## src/mfr_pkg.sv

```systemverilog
// Shared types and constants for the message fragment reassembler.
// Used by the front stage, the queue, the back stage, the top level and the checker.
package mfr_pkg;

  // Fixed field widths.
  localparam int CAP_W  = 13;
  localparam int LEN_W  = 16;
  localparam int OP_W   = 4;
  localparam int CNT_W  = 4;
  localparam int DATA_W = 64;
  localparam int STAT_W = 2;
  localparam int KIND_W = 2;

  // The byte store is split into byte-wide banks so one chunk is one write per bank.
  localparam int NUM_BANKS  = 8;
  localparam int BANK_SEL_W = 3;

  // Queue between the front and back stages.
  localparam int Q_DEPTH = 2;
  localparam int Q_PTR_W = 1;
  localparam int Q_CNT_W = 2;

  // Frame opcodes.
  localparam logic [OP_W-1:0] OP_CONT   = 4'd0;
  localparam logic [OP_W-1:0] OP_TEXT   = 4'd1;
  localparam logic [OP_W-1:0] OP_BINARY = 4'd2;

  // Result status codes.
  localparam logic [STAT_W-1:0] ST_INVALID  = 2'd0;
  localparam logic [STAT_W-1:0] ST_PARTIAL  = 2'd1;
  localparam logic [STAT_W-1:0] ST_COMPLETE = 2'd2;
  localparam logic [STAT_W-1:0] ST_RESTART  = 2'd3;

  // One classified chunk as it travels from the front to the back.
  typedef struct packed {
    logic              restart;
    logic              bad;
    logic              start;
    logic [LEN_W-1:0]  length;
    logic [LEN_W-1:0]  offset;
    logic [OP_W-1:0]   opcode;
    logic              last;
    logic [CNT_W-1:0]  count;
    logic [DATA_W-1:0] data;
    logic [CAP_W-1:0]  cap;
  } mfr_item_t;

  // One result item.
  typedef struct packed {
    logic [STAT_W-1:0] status;
    logic [KIND_W-1:0] mtype;
    logic [CAP_W-1:0]  mlen;
  } mfr_result_t;

endpackage

```

## src/mfr_front.sv

```systemverilog
// Front stage: holds the capacity register, accepts chunks and runs the
// stateless checks, then hands classified items to the queue. Uses mfr_pkg.
module mfr_front #(
  parameter int STORE_BYTES = 4096,
  parameter int CHUNK_BYTES = 8,
  parameter int LENGTH_BITS = 16
) (
  input  logic                       clk,
  input  logic                       rst,
  input  logic                       cfg_write,
  input  logic [mfr_pkg::CAP_W-1:0]  cfg_data,
  input  logic                       in_valid,
  output logic                       in_ready,
  input  logic                       restart,
  input  logic [mfr_pkg::LEN_W-1:0]  frame_len,
  input  logic [mfr_pkg::LEN_W-1:0]  chunk_offset,
  input  logic [mfr_pkg::OP_W-1:0]   frame_op,
  input  logic                       final_req,
  input  logic [mfr_pkg::CNT_W-1:0]  chunk_bytes,
  input  logic [mfr_pkg::DATA_W-1:0] chunk_data,
  input  logic                       q_ready,
  output logic                       q_valid,
  output mfr_pkg::mfr_item_t         q_item
);
  import mfr_pkg::*;

  localparam logic [LEN_W-1:0] LEN_MASK =
    (LENGTH_BITS >= LEN_W) ? {LEN_W{1'b1}} : LEN_W'((32'd1 << LENGTH_BITS) - 32'd1);

  logic [CAP_W-1:0] buffer_capacity;
  logic [CAP_W-1:0] cap;
  logic [LEN_W-1:0] length;
  logic [LEN_W-1:0] offset;
  logic             bad;
  logic             valid;
  mfr_item_t        item;
  mfr_item_t        item_next;

  // Capacity register, to be written only while the block is idle; the block does not enforce this.
  always_ff @(posedge clk) begin
    if (rst) begin
      buffer_capacity <= CAP_W'(4096);
    end else if (cfg_write) begin
      buffer_capacity <= cfg_data;
    end
  end

  // Stateless checks: capacity, frame length, chunk size and frame bounds.
  always_comb begin
    cap    = (32'(buffer_capacity) > 32'(STORE_BYTES)) ? CAP_W'(STORE_BYTES) : buffer_capacity;
    length = frame_len & LEN_MASK;
    offset = chunk_offset & LEN_MASK;
    bad    = (cap == '0) || (length == '0) || (chunk_bytes > CNT_W'(CHUNK_BYTES)) ||
             (({1'b0, offset} + {{(LEN_W - CNT_W + 1){1'b0}}, chunk_bytes}) > {1'b0, length});
    item_next.restart = restart;
    item_next.bad     = bad;
    item_next.start   = (offset == '0);
    item_next.length  = length;
    item_next.offset  = offset;
    item_next.opcode  = frame_op;
    item_next.last    = final_req;
    item_next.count   = chunk_bytes;
    item_next.data    = chunk_data;
    item_next.cap     = cap;
  end

  assign in_ready = !valid || q_ready;
  assign q_valid  = valid;
  assign q_item   = item;

  // One register stage in front of the queue.
  always_ff @(posedge clk) begin
    if (rst) begin
      valid <= 1'b0;
    end else if (in_valid && in_ready) begin
      valid <= 1'b1;
    end else if (q_ready) begin
      valid <= 1'b0;
    end
  end

  always_ff @(posedge clk) begin
    if (in_valid && in_ready) begin
      item <= item_next;
    end
  end

endmodule

```

## src/mfr_queue.sv

```systemverilog
// Short FIFO of classified items between the front and back stages.
// Uses mfr_pkg for the item type and depth.
module mfr_queue (
  input  logic               clk,
  input  logic               rst,
  input  logic               push_valid,
  output logic               push_ready,
  input  mfr_pkg::mfr_item_t push_item,
  output logic               pop_valid,
  input  logic               pop,
  output mfr_pkg::mfr_item_t pop_item
);
  import mfr_pkg::*;

  mfr_item_t            entries [Q_DEPTH];
  logic [Q_PTR_W-1:0]   wr_ptr;
  logic [Q_PTR_W-1:0]   rd_ptr;
  logic [Q_CNT_W-1:0]   fill;
  logic                 do_push;
  logic                 do_pop;

  assign push_ready = (fill != Q_CNT_W'(Q_DEPTH));
  assign pop_valid  = (fill != '0);
  assign pop_item   = entries[rd_ptr];
  assign do_push    = push_valid && push_ready;
  assign do_pop     = pop && pop_valid;

  // Pointers and occupancy.
  always_ff @(posedge clk) begin
    if (rst) begin
      wr_ptr <= '0;
      rd_ptr <= '0;
      fill   <= '0;
    end else begin
      if (do_push) begin
        wr_ptr <= wr_ptr + 1'b1;
      end
      if (do_pop) begin
        rd_ptr <= rd_ptr + 1'b1;
      end
      if (do_push && !do_pop) begin
        fill <= fill + 1'b1;
      end else if (do_pop && !do_push) begin
        fill <= fill - 1'b1;
      end
    end
  end

  // Entry storage.
  always_ff @(posedge clk) begin
    if (do_push) begin
      entries[wr_ptr] <= push_item;
    end
  end

endmodule

```

## src/mfr_back.sv

```systemverilog
// Back stage: applies the ordering, opcode and capacity rules against the
// reassembly state, appends bytes to the banked store and registers the result.
// Uses mfr_pkg.
module mfr_back #(
  parameter int STORE_BYTES = 4096
) (
  input  logic                 clk,
  input  logic                 rst,
  input  logic                 q_valid,
  input  mfr_pkg::mfr_item_t   q_item,
  output logic                 q_pop,
  output logic                 out_valid,
  input  logic                 out_ready,
  output mfr_pkg::mfr_result_t result
);
  import mfr_pkg::*;

  localparam int BANK_DEPTH = (STORE_BYTES + NUM_BANKS - 1) / NUM_BANKS;
  localparam int BANK_AW    = (BANK_DEPTH > 1) ? $clog2(BANK_DEPTH) : 1;
  localparam int IDX_W      =
    (BANK_AW + BANK_SEL_W > CAP_W + 1) ? BANK_AW + BANK_SEL_W : CAP_W + 1;

  // Reassembly state.
  logic              message_active, message_active_next;
  logic              cont_pending, cont_pending_next;
  logic [KIND_W-1:0] message_kind, message_kind_next;
  logic [CAP_W-1:0]  message_fill, message_fill_next;
  logic              fragment_active, fragment_active_next;
  logic [LEN_W-1:0]  fragment_length, fragment_length_next;
  logic [OP_W-1:0]   fragment_kind, fragment_kind_next;
  logic [LEN_W-1:0]  fragment_fill, fragment_fill_next;

  logic [STAT_W-1:0] status_next;
  logic              wr_en;
  logic [CAP_W-1:0]  fill_base;
  mfr_result_t       result_next;

  assign q_pop = q_valid && (!out_valid || out_ready);

  // Rule checks and next state for the item at the head of the queue.
  always_comb begin
    logic             opened;
    logic             go;
    logic             overflow;
    logic [LEN_W-1:0] frag_base;
    logic [LEN_W-1:0] frag_sum;
    opened    = 1'b0;
    go        = 1'b0;
    overflow  = 1'b0;
    frag_base = fragment_fill;
    frag_sum  = '0;

    message_active_next  = message_active;
    cont_pending_next    = cont_pending;
    message_kind_next    = message_kind;
    message_fill_next    = message_fill;
    fragment_active_next = fragment_active;
    fragment_length_next = fragment_length;
    fragment_kind_next   = fragment_kind;
    fragment_fill_next   = fragment_fill;
    fill_base            = message_fill;
    status_next          = ST_INVALID;
    wr_en                = 1'b0;

    if (q_item.restart) begin
      message_active_next  = 1'b0;
      cont_pending_next    = 1'b0;
      message_kind_next    = '0;
      message_fill_next    = '0;
      fragment_active_next = 1'b0;
      fragment_length_next = '0;
      fragment_kind_next   = '0;
      fragment_fill_next   = '0;
      status_next          = ST_RESTART;
    end else if (!q_item.bad) begin
      // Frame start or continuation chunk of the open frame.
      if (q_item.start) begin
        if (!fragment_active) begin
          if (!message_active) begin
            if (q_item.opcode == OP_TEXT || q_item.opcode == OP_BINARY) begin
              message_active_next = 1'b1;
              message_kind_next   = q_item.opcode[KIND_W-1:0];
              fill_base           = '0;
              message_fill_next   = '0;
              opened              = 1'b1;
            end
          end else if (cont_pending && q_item.opcode == OP_CONT) begin
            opened = 1'b1;
          end
        end
        if (opened) begin
          cont_pending_next    = 1'b0;
          fragment_active_next = 1'b1;
          fragment_length_next = q_item.length;
          fragment_kind_next   = q_item.opcode;
          fragment_fill_next   = '0;
          frag_base            = '0;
          go                   = 1'b1;
        end
      end else if (fragment_active && fragment_length == q_item.length &&
                   fragment_kind == q_item.opcode && q_item.offset == fragment_fill) begin
        go = 1'b1;
      end

      // Room check: a lowered capacity below the fill leaves no room.
      overflow = (q_item.count != '0) &&
                 (({1'b0, fill_base} + {{(CAP_W - CNT_W + 1){1'b0}}, q_item.count}) >
                  {1'b0, q_item.cap});

      if (go && !overflow) begin
        wr_en             = 1'b1;
        message_fill_next = fill_base + {{(CAP_W - CNT_W){1'b0}}, q_item.count};
        frag_sum          = frag_base + {{(LEN_W - CNT_W){1'b0}}, q_item.count};
        if (frag_sum != q_item.length) begin
          fragment_fill_next = frag_sum;
          status_next        = ST_PARTIAL;
        end else begin
          fragment_active_next = 1'b0;
          fragment_fill_next   = '0;
          fragment_length_next = '0;
          fragment_kind_next   = '0;
          cont_pending_next    = !q_item.last;
          status_next          = q_item.last ? ST_COMPLETE : ST_PARTIAL;
        end
      end
    end

    result_next.status = status_next;
    result_next.mtype  = message_active_next ? message_kind_next : '0;
    result_next.mlen   = message_fill_next;
  end

  // State registers advance once per item taken from the queue.
  always_ff @(posedge clk) begin
    if (rst) begin
      message_active  <= 1'b0;
      cont_pending    <= 1'b0;
      message_kind    <= '0;
      message_fill    <= '0;
      fragment_active <= 1'b0;
      fragment_length <= '0;
      fragment_kind   <= '0;
      fragment_fill   <= '0;
    end else if (q_pop) begin
      message_active  <= message_active_next;
      cont_pending    <= cont_pending_next;
      message_kind    <= message_kind_next;
      message_fill    <= message_fill_next;
      fragment_active <= fragment_active_next;
      fragment_length <= fragment_length_next;
      fragment_kind   <= fragment_kind_next;
      fragment_fill   <= fragment_fill_next;
    end
  end

  // Output register.
  always_ff @(posedge clk) begin
    if (rst) begin
      out_valid <= 1'b0;
    end else if (q_pop) begin
      out_valid <= 1'b1;
    end else if (out_ready) begin
      out_valid <= 1'b0;
    end
  end

  always_ff @(posedge clk) begin
    if (q_pop) begin
      result <= result_next;
    end
  end

  // Byte store: consecutive bytes land in distinct banks, one write per bank.
  for (genvar g = 0; g < NUM_BANKS; g++) begin : g_bank
    logic [7:0]            bank_mem [BANK_DEPTH];
    logic [BANK_SEL_W-1:0] lane;
    logic [IDX_W-1:0]      byte_idx;
    logic [BANK_AW-1:0]    bank_addr;
    logic [7:0]            bank_byte;
    logic                  bank_we;

    always_comb begin
      lane      = BANK_SEL_W'(g) - fill_base[BANK_SEL_W-1:0];
      byte_idx  = IDX_W'(fill_base) + IDX_W'(lane);
      bank_addr = byte_idx[BANK_AW+BANK_SEL_W-1:BANK_SEL_W];
      bank_byte = q_item.data[{lane, 3'b000} +: 8];
      bank_we   = q_pop && wr_en && ({1'b0, lane} < q_item.count);
    end

    always_ff @(posedge clk) begin
      if (bank_we) begin
        bank_mem[bank_addr] <= bank_byte;
      end
    end
  end

endmodule

```

## src/message_fragment_reassembler.sv

```systemverilog
// Top level of the message fragment reassembler.
// Instantiates mfr_front, mfr_queue and mfr_back; uses mfr_pkg.
//
// The block takes one chunk per clock cycle at a sustained rate while the
// output is not stalled. A result passes the front register, the two-entry
// queue and the result register before it is presented. With the output
// stalled the block holds four chunks before it lowers in_ready. The rate is
// set by the back stage, which applies all state rules and writes up to eight
// bytes into the eight-bank store, one byte per bank. Each chunk yields exactly
// one result. The capacity register resets to 4096 and must be written only
// while no chunk is in flight. There is no clearing pass; the byte store is
// only written, and this block has no read port for it.
module message_fragment_reassembler #(
  parameter int STORE_BYTES = 4096,
  parameter int CHUNK_BYTES = 8,
  parameter int LENGTH_BITS = 16
) (
  input  logic                        clk,
  input  logic                        rst,
  input  logic                        cfg_write,
  input  logic [mfr_pkg::CAP_W-1:0]   cfg_data,
  input  logic                        in_valid,
  output logic                        in_ready,
  input  logic                        restart,
  input  logic [mfr_pkg::LEN_W-1:0]   frame_len,
  input  logic [mfr_pkg::LEN_W-1:0]   chunk_offset,
  input  logic [mfr_pkg::OP_W-1:0]    frame_op,
  input  logic                        final_req,
  input  logic [mfr_pkg::CNT_W-1:0]   chunk_bytes,
  input  logic [mfr_pkg::DATA_W-1:0]  chunk_data,
  output logic                        out_valid,
  input  logic                        out_ready,
  output logic [mfr_pkg::STAT_W-1:0]  status,
  output logic [mfr_pkg::KIND_W-1:0]  message_type,
  output logic [mfr_pkg::CAP_W-1:0]   message_length
);
  import mfr_pkg::*;

  logic        f_valid;
  logic        f_ready;
  mfr_item_t   f_item;
  logic        q_valid;
  logic        q_pop;
  mfr_item_t   q_item;
  mfr_result_t result;

  // Front: configuration and stateless classification.
  mfr_front #(
    .STORE_BYTES (STORE_BYTES),
    .CHUNK_BYTES (CHUNK_BYTES),
    .LENGTH_BITS (LENGTH_BITS)
  ) u_front (
    .clk          (clk),
    .rst          (rst),
    .cfg_write    (cfg_write),
    .cfg_data     (cfg_data),
    .in_valid     (in_valid),
    .in_ready     (in_ready),
    .restart      (restart),
    .frame_len    (frame_len),
    .chunk_offset (chunk_offset),
    .frame_op     (frame_op),
    .final_req    (final_req),
    .chunk_bytes  (chunk_bytes),
    .chunk_data   (chunk_data),
    .q_ready      (f_ready),
    .q_valid      (f_valid),
    .q_item       (f_item)
  );

  // Queue between the two stages.
  mfr_queue u_queue (
    .clk        (clk),
    .rst        (rst),
    .push_valid (f_valid),
    .push_ready (f_ready),
    .push_item  (f_item),
    .pop_valid  (q_valid),
    .pop        (q_pop),
    .pop_item   (q_item)
  );

  // Back: state rules, byte store and result register.
  mfr_back #(
    .STORE_BYTES (STORE_BYTES)
  ) u_back (
    .clk       (clk),
    .rst       (rst),
    .q_valid   (q_valid),
    .q_item    (q_item),
    .q_pop     (q_pop),
    .out_valid (out_valid),
    .out_ready (out_ready),
    .result    (result)
  );

  assign status         = result.status;
  assign message_type   = result.mtype;
  assign message_length = result.mlen;

endmodule

```

## config.mk

```make
export PLATFORM = sky130hd
export DESIGN_NAME = message_fragment_reassembler
export DESIGN_NICKNAME = d
export VERILOG_FILES = /design/src/mfr_pkg.sv /design/src/mfr_front.sv /design/src/mfr_queue.sv /design/src/mfr_back.sv /design/src/message_fragment_reassembler.sv
export SDC_FILE = /design/constraint.sdc
export NUM_CORES = 1
export LEC_CHECK = 0
export BUFFER_PORTS_ARGS = -buffer_cell sky130_fd_sc_hd__buf_2
export CORE_AREA = 2 2 212 214
export DETAILED_ROUTE_END_ITERATION = 8
export DIE_AREA = 0 0 214 216
export MAX_ROUTING_LAYER = met4
export PLACE_DENSITY_LB_ADDON = 0.05
export SLEW_MARGIN = 25
export SYNTH_ARGS = -nofsm -noshare
export SYNTH_HDL_FRONTEND = slang
export SYNTH_SLANG_ARGS = --single-unit
```

## constraint.sdc

```tcl
create_clock -name clk -period 6.3 [get_ports clk]
set_clock_uncertainty 0.1 [all_clocks]
set_input_delay 0.63 -clock clk [delete_from_list [all_inputs] [get_ports clk]]
set_output_delay 0.63 -clock clk [all_outputs]
set_load 0.005 [all_outputs]
```

==> results.toml, run 1 <==
[placed_design]
dpl.hpwl_um = 24300
place_ws_ps = 54.3
place.port_buffers = 78
dp.cells = 1708
gp_congestion = 0.819

[logic_synthesis]
ys_seq_area_share_pct = 56.5
synthFlopType = "edfxtp_1"
syn_nets = 1231
syn-instance-count = 1062
yosys_register_bits = 262
avgSynthCellArea_um2 = 11.9
async_reset_ff_share_pct = 0
syn-cell-area_um2 = 12600
yosysUniqueCellTypes = 75
synth_area_leaders = "edfxtp_1 (45%), dfxtp_1 (12%), mux2i_1 (4.8%)"
yosysTopAreaCellShare_pct = 44.8
synth_top_area_cell = "edfxtp_1"
synth-edff-count = 188
ys_warn_count = 0

[sta]
rsz0062_at_grt = "no"
layout_setup_ws_ps = 444
finalSetupViolations = 0
period_minus_slack_ps = 5860
slew_viol_final = 0
worst_pin_slew_ps = 909
hold_viol_final = 0
min_period_over_period_pct = 93.0
timing.slew.headroom_pct = 39.4
setup_tns_ps = 0
fmax_ghz = 0.171

[pwr]
powerDensity_nw_per_um2 = 336
irDropWorstVdd_uv = 231
power_mw = 4.97
leakagePower_nw = 5.22

[detailed_routing]
drc_errors = 0
via_per_inst = 4.72
postRouteAntennaNets = 0
wirelength_um = 33000
first_iter_violations = 407
wl_per_cell_um = 18.7
drtPass1Iterations = 4
vias = 8348

[floorplanning]
die_h_um = 216
rows = 77
coreArea_um2 = 43800
die_w_um = 214
start_util_pct = 28.8
io_pins = 143
die_area_um2 = 46200

[grt]
overflow = 0
grt_use_total_pct = 14.6
first_global_vias = 8050
grt_pass1_wl_um = 50200
grt_antenna_before_repair = 0
grt_max_degree = 58

[setup_path]
start_kind = "flop"
critical_path_class = "reg -> reg"
crit_path_end_kind = "flop"
crit_fanout = 24
arrival_ps = 6080
required_ps = 6520

[clock_tree]
clk_latency_ps = 580
holdBufCountCts = 0
cts_tree = "built"
cts_root_buf = "clkbuf_16"
htree_levels = 1
clock_sinks = 262
cts_made_buffers = 31
clkTransAtPathRegs_ps = 60
clockBufferDepth = 3

[final_layout]
layout.cells.non_filler = 1767
final_cell_mix = "edfxtp_1 (188), nor2_1 (78), buf_2 (78), nand2_1 (73), dfxtp_1 (73)"
nNetsFinal = 1319
area_delta_synth_final_pct = 17.2
antennaDiodeCount = 0
layout_commonest_cell = "edfxtp_1"
drive_gt1_share_pct = 16.9

[hold_path]
hold_class = "in -> reg"

[flow_run]
cap_violations = 0

[status]
status = "complete, no violations"
-- power by group --
group          internal, mW  switching (mW)  total, mW
sequential             2.04          0.0609       2.10
combinational         0.427           0.724       1.15
clock                 0.990           0.733       1.72
-- worst max-delay path: stages, from the launching register on --
cell and delay, ps:
edfxtp_1 390, or4b_4 530, a21o_1 260, or3_4 430, and2_1 180, ha_1 200, fa_1 400, a21o_1 210
a21oi_1 180, nand3b_1 190, nor2_1 90, nand3_2 150, o21ai_0 120, a21oi_2 240, ha_1 190, nand4_1 140
nor4_1 280, nor3_1 70, o31ai_1 110, buf_4 190, nand3_1 110, buf_12 210, nand2_1 80, nand2_2 170
a22oi_2 310, nor2_1 60
-- final cells by class --
cell class	count	area [um2]
Clock inverter	21	151
Tap cell	592	741
Clock buffer	37	838
Inverter	29	109
Sequential cell	262	7130
Timing Repair Buffer	100	568
Fill cell	4414	29100
Multi-Input combinational cell	726	5240
-- registers in the layout, indices dropped and copies added (netlist names), 2 cells and up, named ones only --
register and flops:
u_back.message_fill 13, u_back.fragment_kind 4, u_queue.fill 2, u_back.fragment_fill 16, u_back.fragment_length 16, u_back.result 17
u_front.buffer_capacity 13, u_queue.entries 114, u_back.message_kind 2, u_front.q_item 57
-- timing repair --
action	CTS	global route
resized for setup	0	15
endpoints found under the hold margin	0	0
buffers inserted	0	1
setup endpoints to repair	0	61
-- Yosys cell counts, drive strengths merged, types with 6 or more instances --
| library cell | instances |
|---|---|
| a211oi | 6 |
| a21o | 7 |
| a21oi | 35 |
| a22o | 8 |
| a22oi | 12 |
| and2 | 15 |
| and4 | 6 |
| buf | 22 |
| clkbuf | 23 |
| dfxtp | 74 |
| edfxtp | 188 |
| ha | 42 |
| inv | 28 |
| mux2 | 12 |
| mux2i | 67 |
| nand2 | 74 |
| nand2b | 7 |
| nand3 | 21 |
| nand4 | 21 |
| nor2 | 79 |
| nor2b | 23 |
| nor3 | 20 |
| nor4 | 26 |
| o211ai | 11 |
| o21a | 7 |
| o21ai | 58 |
| o31ai | 12 |
| or3 | 11 |
| or4 | 6 |
| xnor2 | 52 |
| xor2 | 25 |
-- routing by layer --
layer,global-route usage (%),vias up,part of all wire [%]
met4,3.59,0,1.8
li1,-,4164,-
met1,21.3,3987,52
met5,-,-,0
met3,1.59,38,3.4
met2,21.4,159,43
-- cells by family (layout without fill, tap and decap cells) --
logic type	Yosys count	in the layout	synth area share, %
AOI/OAI and AO/OA	193	193	10.1
xor gates and xnor gates	80	80	5.88
adders and majority gates	45	45	4.64
buffers and inverters	74	187	2.60
DFF	262	262	56.5
muxes	79	79	6.64
and+or+nand+nor	329	329	13.7
-- metrics by stage --
stage,hold slack [ps],util (%),cell area [um2]
floorplan,321,-,12600
global placement,327,31.3,13700
detailed placement,330,31.3,13700
CTS,82.1,33.5,14700
global route,101,33.7,14800
finish,128,33.7,14800
-- final timing paths --
path	from	end	slack (ps)	cells past startpoint
min	frame_op[2]	u_front.q_item[84]	130	1
max	u_queue.entries[0][84]	u_back.result[2]	440	25
min reg2reg	u_front.q_item[117]	u_queue.entries[0][117]	340	0
max reg2reg	u_queue.entries[0][84]	u_back.result[2]	440	25
No activity file was read; power rests on OpenSTA's default activity.
==> run 2, diff against run 1 <==
Clock period 6.3 ns to 7.2 ns, I/O delays scaled along.
==> results.toml, run 2 (synthesis results as in run 1) <==
[status]
status = "complete, no violations"

[final_layout]
drive_gt1_share_pct = 15.0
layout_commonest_cell = "edfxtp_1"
top_register = "u_queue.entries"
seqCellArea_um2 = 7130
final_cell_mix = "edfxtp_1 (188), nor2_1 (78), buf_2 (78), nand2_1 (74), dfxtp_1 (73)"
nNetsFinal = 1312
largest_reg_flops = 114
antennaDiodeCount = 0
fillers = 4455
multiInputGateArea_um2 = 5180
area_delta_synth_final_pct = 16.9

[sta]
min_period_over_period_pct = 91.3
timing.slew.headroom_pct = 40.6
setup_tns_ps = 0
finalSetupViolations = 0
rsz0062_at_grt = "no"
layout_setup_ws_ps = 624
period_minus_slack_ps = 6580
hold_viol_final = 0
worst_pin_slew_ps = 891
slew_viol_final = 0
fmax_ghz = 0.152

[grt]
grt_max_degree = 58
grt_pass1_wl_um = 51300
grt_antenna_before_repair = 0
overflow = 0
grt_use_total_pct = 14.8
first_global_vias = 8306

[setup_path]
crit_fanout = 12
critical_path_class = "reg -> reg"
crit_path_end_kind = "flop"
arrival_ps = 6930
required_ps = 7550
worst-r2r-cell-count = 23
start_kind = "flop"

[floorplanning]
die_w_um = 214
die_h_um = 216
die_area_um2 = 46200
rows = 77
start_util_pct = 28.8
coreArea_um2 = 43800
io_pins = 143

[clock_tree]
clock_sinks = 262
clkTransAtPathRegs_ps = 60
clockBufferDepth = 3
cts_root_buf = "clkbuf_16"
cts_tree = "built"
htree_levels = 1
holdBufCountCts = 0
clk_latency_ps = 590
cts_made_buffers = 31

[detailed_routing]
wirelength_um = 33200
postRouteAntennaNets = 0
via_per_inst = 4.73
wl_per_cell_um = 18.9
drtPass1Iterations = 5
drc_errors = 0
vias = 8328
first_iter_violations = 478

[pwr]
pwr-share-clk_pct = 36.9
p_sw_mw = 1.34
powerDensity_nw_per_um2 = 305
p_int_mw = 3.16
power_mw = 4.50
swShare_pct = 29.8
leakagePower_nw = 5.20
share_comb_of_total_power_pct = 22.3
irDropWorstVdd_uv = 179
power.share.sequential_pct = 40.8

[hold_path]
hold_class = "in -> reg"
min_delay_path_depth = 1

[placed_design]
place_ws_ps = 509
place.port_buffers = 78
gp_congestion = 0.798
dpl.hpwl_um = 24100

[flow_run]
cap_violations = 0
-- run 2: cell types whose count changed in the layout (fill, tap and decap cells not counted), moves of 2 or more --
cell,change
a22oi_2,-7
bufinv_16,+5
buf_4,-6
clkinv_2,-3
clkinv_4,-4
a22oi_1,+7
clkbuf_8,-4
clkbuf_1,+2
clkinvlp_4,+2
-- run 2: path summary, 6_finish.rpt --
path	slack, ps	startpoint	end
max	620	u_queue.entries[0][84]	u_back.fragment_fill[14]
min	210	restart	u_front.q_item[120]
min reg2reg	340	u_front.q_item[86]	u_queue.entries[1][86]
max reg2reg	620	u_queue.entries[0][84]	u_back.fragment_fill[14]
-- run 2: power groups by stage --
stage               clock [mW]  combinational, mW  sequential [mW]
floorplan                    0              0.686             1.86
global placement             0               1.03             1.87
detailed placement           0               1.02             1.87
CTS                       1.72               1.03             1.84
global route              1.78               1.12             1.85
finish                    1.66               1.00             1.84
-- run 2: through the flow --
stage	cell area (um2)	util, %	hold WS (ps)	cells
after floorplan	12600	-	321	1062
after global placement	13600	31.1	325	1702
after detailed placement	13600	31.1	330	1702
after CTS	14700	33.6	167	1760
after global routing	14700	33.6	173	1760
final	14700	33.6	207	1760
-- run 2: area by class of cell --
cell class	count	share of cell area, %
Clock buffer	35	5.36
Clock inverter	23	1.97
Inverter	29	0.738
Multi-Input combinational cell	726	35.1
Sequential cell	262	48.4
Tap cell	592	5.03
Timing Repair Buffer	93	3.41
-- run 2: layer usage --
metal	GRT usage, %	routed length [um]	vias up	share of wire [%]
met5	-	0	-	0
met4	4.45	767	0	2.3
met3	1.75	1120	51	3.4
met2	21.2	14100	154	42
met1	21.8	17300	3971	52
li1	-	-	4152	-
-- run 2: critical path, stage by stage, from the launching register on --
cell	delay [ps]
edfxtp_1	380
or4b_4	530
a21o_1	250
or3_1	550
and2_1	250
ha_1	200
fa_1	410
a21o_1	210
a21oi_2	250
nand3b_1	250
nor2_1	90
nand3_1	240
o21ai_0	120
a21oi_1	270
ha_1	300
o21ai_0	160
a21oi_1	70
o31ai_1	280
buf_4	200
nand3_1	90
buf_4	200
nand2b_1	360
and4b_1	330
or3b_1	360
-- run 2: what timing repair did --
| action | 4_1_cts | 5_1_grt |
|---|---|---|
| buffers inserted | 0 | 0 |
| endpoints found under the setup margin | 0 | 6 |
| gates resized for setup | 0 | 2 |
==> run 3, diff against run 2 <==
Clock period 7.2 ns to 5.7 ns, I/O delays scaled along.
==> results.toml, run 3 (synthesis results as in run 1) <==
[floorplanning]
rows = 77
die_w_um = 214
die_h_um = 216
start_util_pct = 28.8
io_pins = 143
die_area_um2 = 46200
coreArea_um2 = 43800

[pwr]
p_int_mw = 3.94
leakagePower_nw = 5.46
power.share.sequential_pct = 41.2
pwr-share-clk_pct = 34.8
power_mw = 5.62
p_sw_mw = 1.69
swShare_pct = 30.0
share_comb_of_total_power_pct = 23.9
powerDensity_nw_per_um2 = 368
irDropWorstVdd_uv = 274

[setup_path]
worst-r2r-cell-count = 23
crit_fanout = 7
critical_path_class = "reg -> reg"
crit_chain = "or4bb_1 -> a21o_1 -> or3_4 -> and2_1 -> ha_1 -> a21o_1 -> a21oi_2 -> nand3b_1 -> nor2_4 -> nand3_4 -> or3_4 -> a21oi_4 -> ha_4 -> nand4_1 -> nor4_2 -> nor3_2 -> o31ai_2 -> buf_4 -> nand3_4 -> nor4_4 -> buf_4 -> and4b_1 -> or3b_1"
r2r_start = "u_queue.entries[1][85]"
cp_num_buf_inv = 2
rrSetupSlack_ps = 290
crit_path_end_kind = "flop"
crit_slowest_cell = "or4bb_1"
arrival_ps = 5750
start_kind = "flop"
cp_top_family = "simple AND/OR/NAND/NOR gates"
r2r-end = "u_back.fragment_fill[14]"
critPathMaxStageDelay_ps = 560
required_ps = 6040

[final_layout]
area_delta_synth_final_pct = 21.1
fin_util_pct = 34.8
nNetsFinal = 1361
drive_gt1_share_pct = 21.1
layout_commonest_cell = "edfxtp_1"
antennaDiodeCount = 0
top_register = "u_queue.entries"
fillers = 4410
final_cell_mix = "edfxtp_1 (188), buf_2 (78), nor2_1 (74), nand2_1 (73), dfxtp_1 (73)"
largest_reg_flops = 114

[grt]
grt_use_total_pct = 14.8
grt_max_degree = 58
first_global_vias = 8318
overflow = 0
grt_antenna_before_repair = 0
grt_pass1_wl_um = 51200

[clock_tree]
cts_root_buf = "clkbuf_16"
holdBufCountCts = 0
clockBufferDepth = 3
clkTransAtPathRegs_ps = 60
htree_levels = 1
cts_tree = "built"
cts_made_buffers = 31
clk_latency_ps = 580
clock_sinks = 262

[sta]
timing.slew.headroom_pct = 36.4
setup_tns_ps = 0
fmax_ghz = 0.185
worst_pin_slew_ps = 954
finalSetupViolations = 0
period_minus_slack_ps = 5410
min_period_over_period_pct = 94.8
hold_viol_final = 0
slew_viol_final = 0
rsz0062_at_grt = "yes"

[flow_run]
cap_violations = 0

[placed_design]
place.port_buffers = 78
gp_congestion = 0.825
dpl.hpwl_um = 24700

[detailed_routing]
via_per_inst = 4.67
wl_per_cell_um = 18.5
first_iter_violations = 356
vias = 8442
drtPass1Iterations = 4
wirelength_um = 33500
drc_errors = 0
postRouteAntennaNets = 0

[hold_path]
hp-start = "restart"
hold_class = "in -> reg"
min_delay_path_depth = 1
hold_path_end = "u_front.q_item[120]"

[status]
status = "complete, no violations"
run 3: changes by cell type in the layout (fill, tap and decap cells not counted), sizes merged:
| cell | before | now |
|---|---|---|
| clkinvlp | 3 | 4 |
| clkbuf | 35 | 34 |
| buf | 93 | 142 |
| clkinv | 12 | 15 |
| bufinv | 6 | 4 |
| inv | 31 | 29 |
run 3: worst max path at each step:
stage	start	to	slack, ps	depth (start not counted)
finish	u_queue.entries[1][85]	u_back.fragment_fill[14]	290	23
detailed placement	u_queue.entries[0][84]	u_back.fragment_fill[14]	-150	24
global placement	u_queue.entries[1][84]	u_back.fragment_fill[14]	-140	24
global route	u_queue.entries[1][85]	u_back.fragment_fill[14]	-40	23
floorplan	flop	u_back.result[6]	40	24
CTS	u_queue.entries[0][84]	u_back.fragment_fill[14]	1	26
run 3: layer usage:
| layer | GRT usage, % | share of wire [%] |
|---|---|---|
| met5 | - | 0 |
| met4 | 3.96 | 2.1 |
| met3 | 1.48 | 2.7 |
| met2 | 22.1 | 44 |
| met1 | 21.5 | 52 |
run 3: timing repair:
item,CTS,global route
endpoints found under the hold margin,0,0
pin swaps,0,20
setup endpoints to repair,43,66
setup buffers,0,6
gates resized for setup,5,46
run 3: metrics by stage:
step	instances	instance area (um2)	hold WS, ps	worst slack [ps]
6_report	1808	15300	68.9	294
5_1_grt	1808	15300	42.4	-40.4
4_1_cts	1802	15000	24.4	1.16
3_5_place_dp	1745	14000	329	-145
3_3_place_gp	1745	14000	324	-142
2_1_floorplan	1062	12600	321	42.7
run 3: area by class of cell:
| class | instances | area, um2 | share of cell area, % |
|---|---|---|---|
| tap | 592 | 741 | 4.85 |
| clock buffer | 34 | 787 | 5.15 |
| multi-input combinational | 726 | 5370 | 35.2 |
| clock inverter | 23 | 220 | 1.44 |
| inverter | 29 | 109 | 0.713 |
| timing repair buffer | 142 | 918 | 6.01 |
| sequential | 262 | 7130 | 46.7 |
run 3: worst reg2reg max path: stages, from the launching register on:
cell and delay [ps]:
edfxtp_1 370, or4bb_1 560, a21o_1 240, or3_4 360
and2_1 170, ha_1 290, a21o_1 130, a21oi_2 60
nand3b_1 230, nor2_4 180, nand3_4 120, or3_4 380
a21oi_4 180, ha_4 140, nand4_1 130, nor4_2 300
nor3_2 70, o31ai_2 90, buf_4 190, nand3_4 90
nor4_4 230, buf_4 150, and4b_1 170, or3b_1 330
run 3: power groups by stage:
stage	clock, mW	sequential (mW)	combinational (mW)
final	1.96	2.32	1.35
after global routing	2.11	2.34	1.48
after CTS	2.04	2.32	1.35
after detailed placement	0	2.36	1.34
after global placement	0	2.36	1.34
after floorplan	0	2.35	0.867
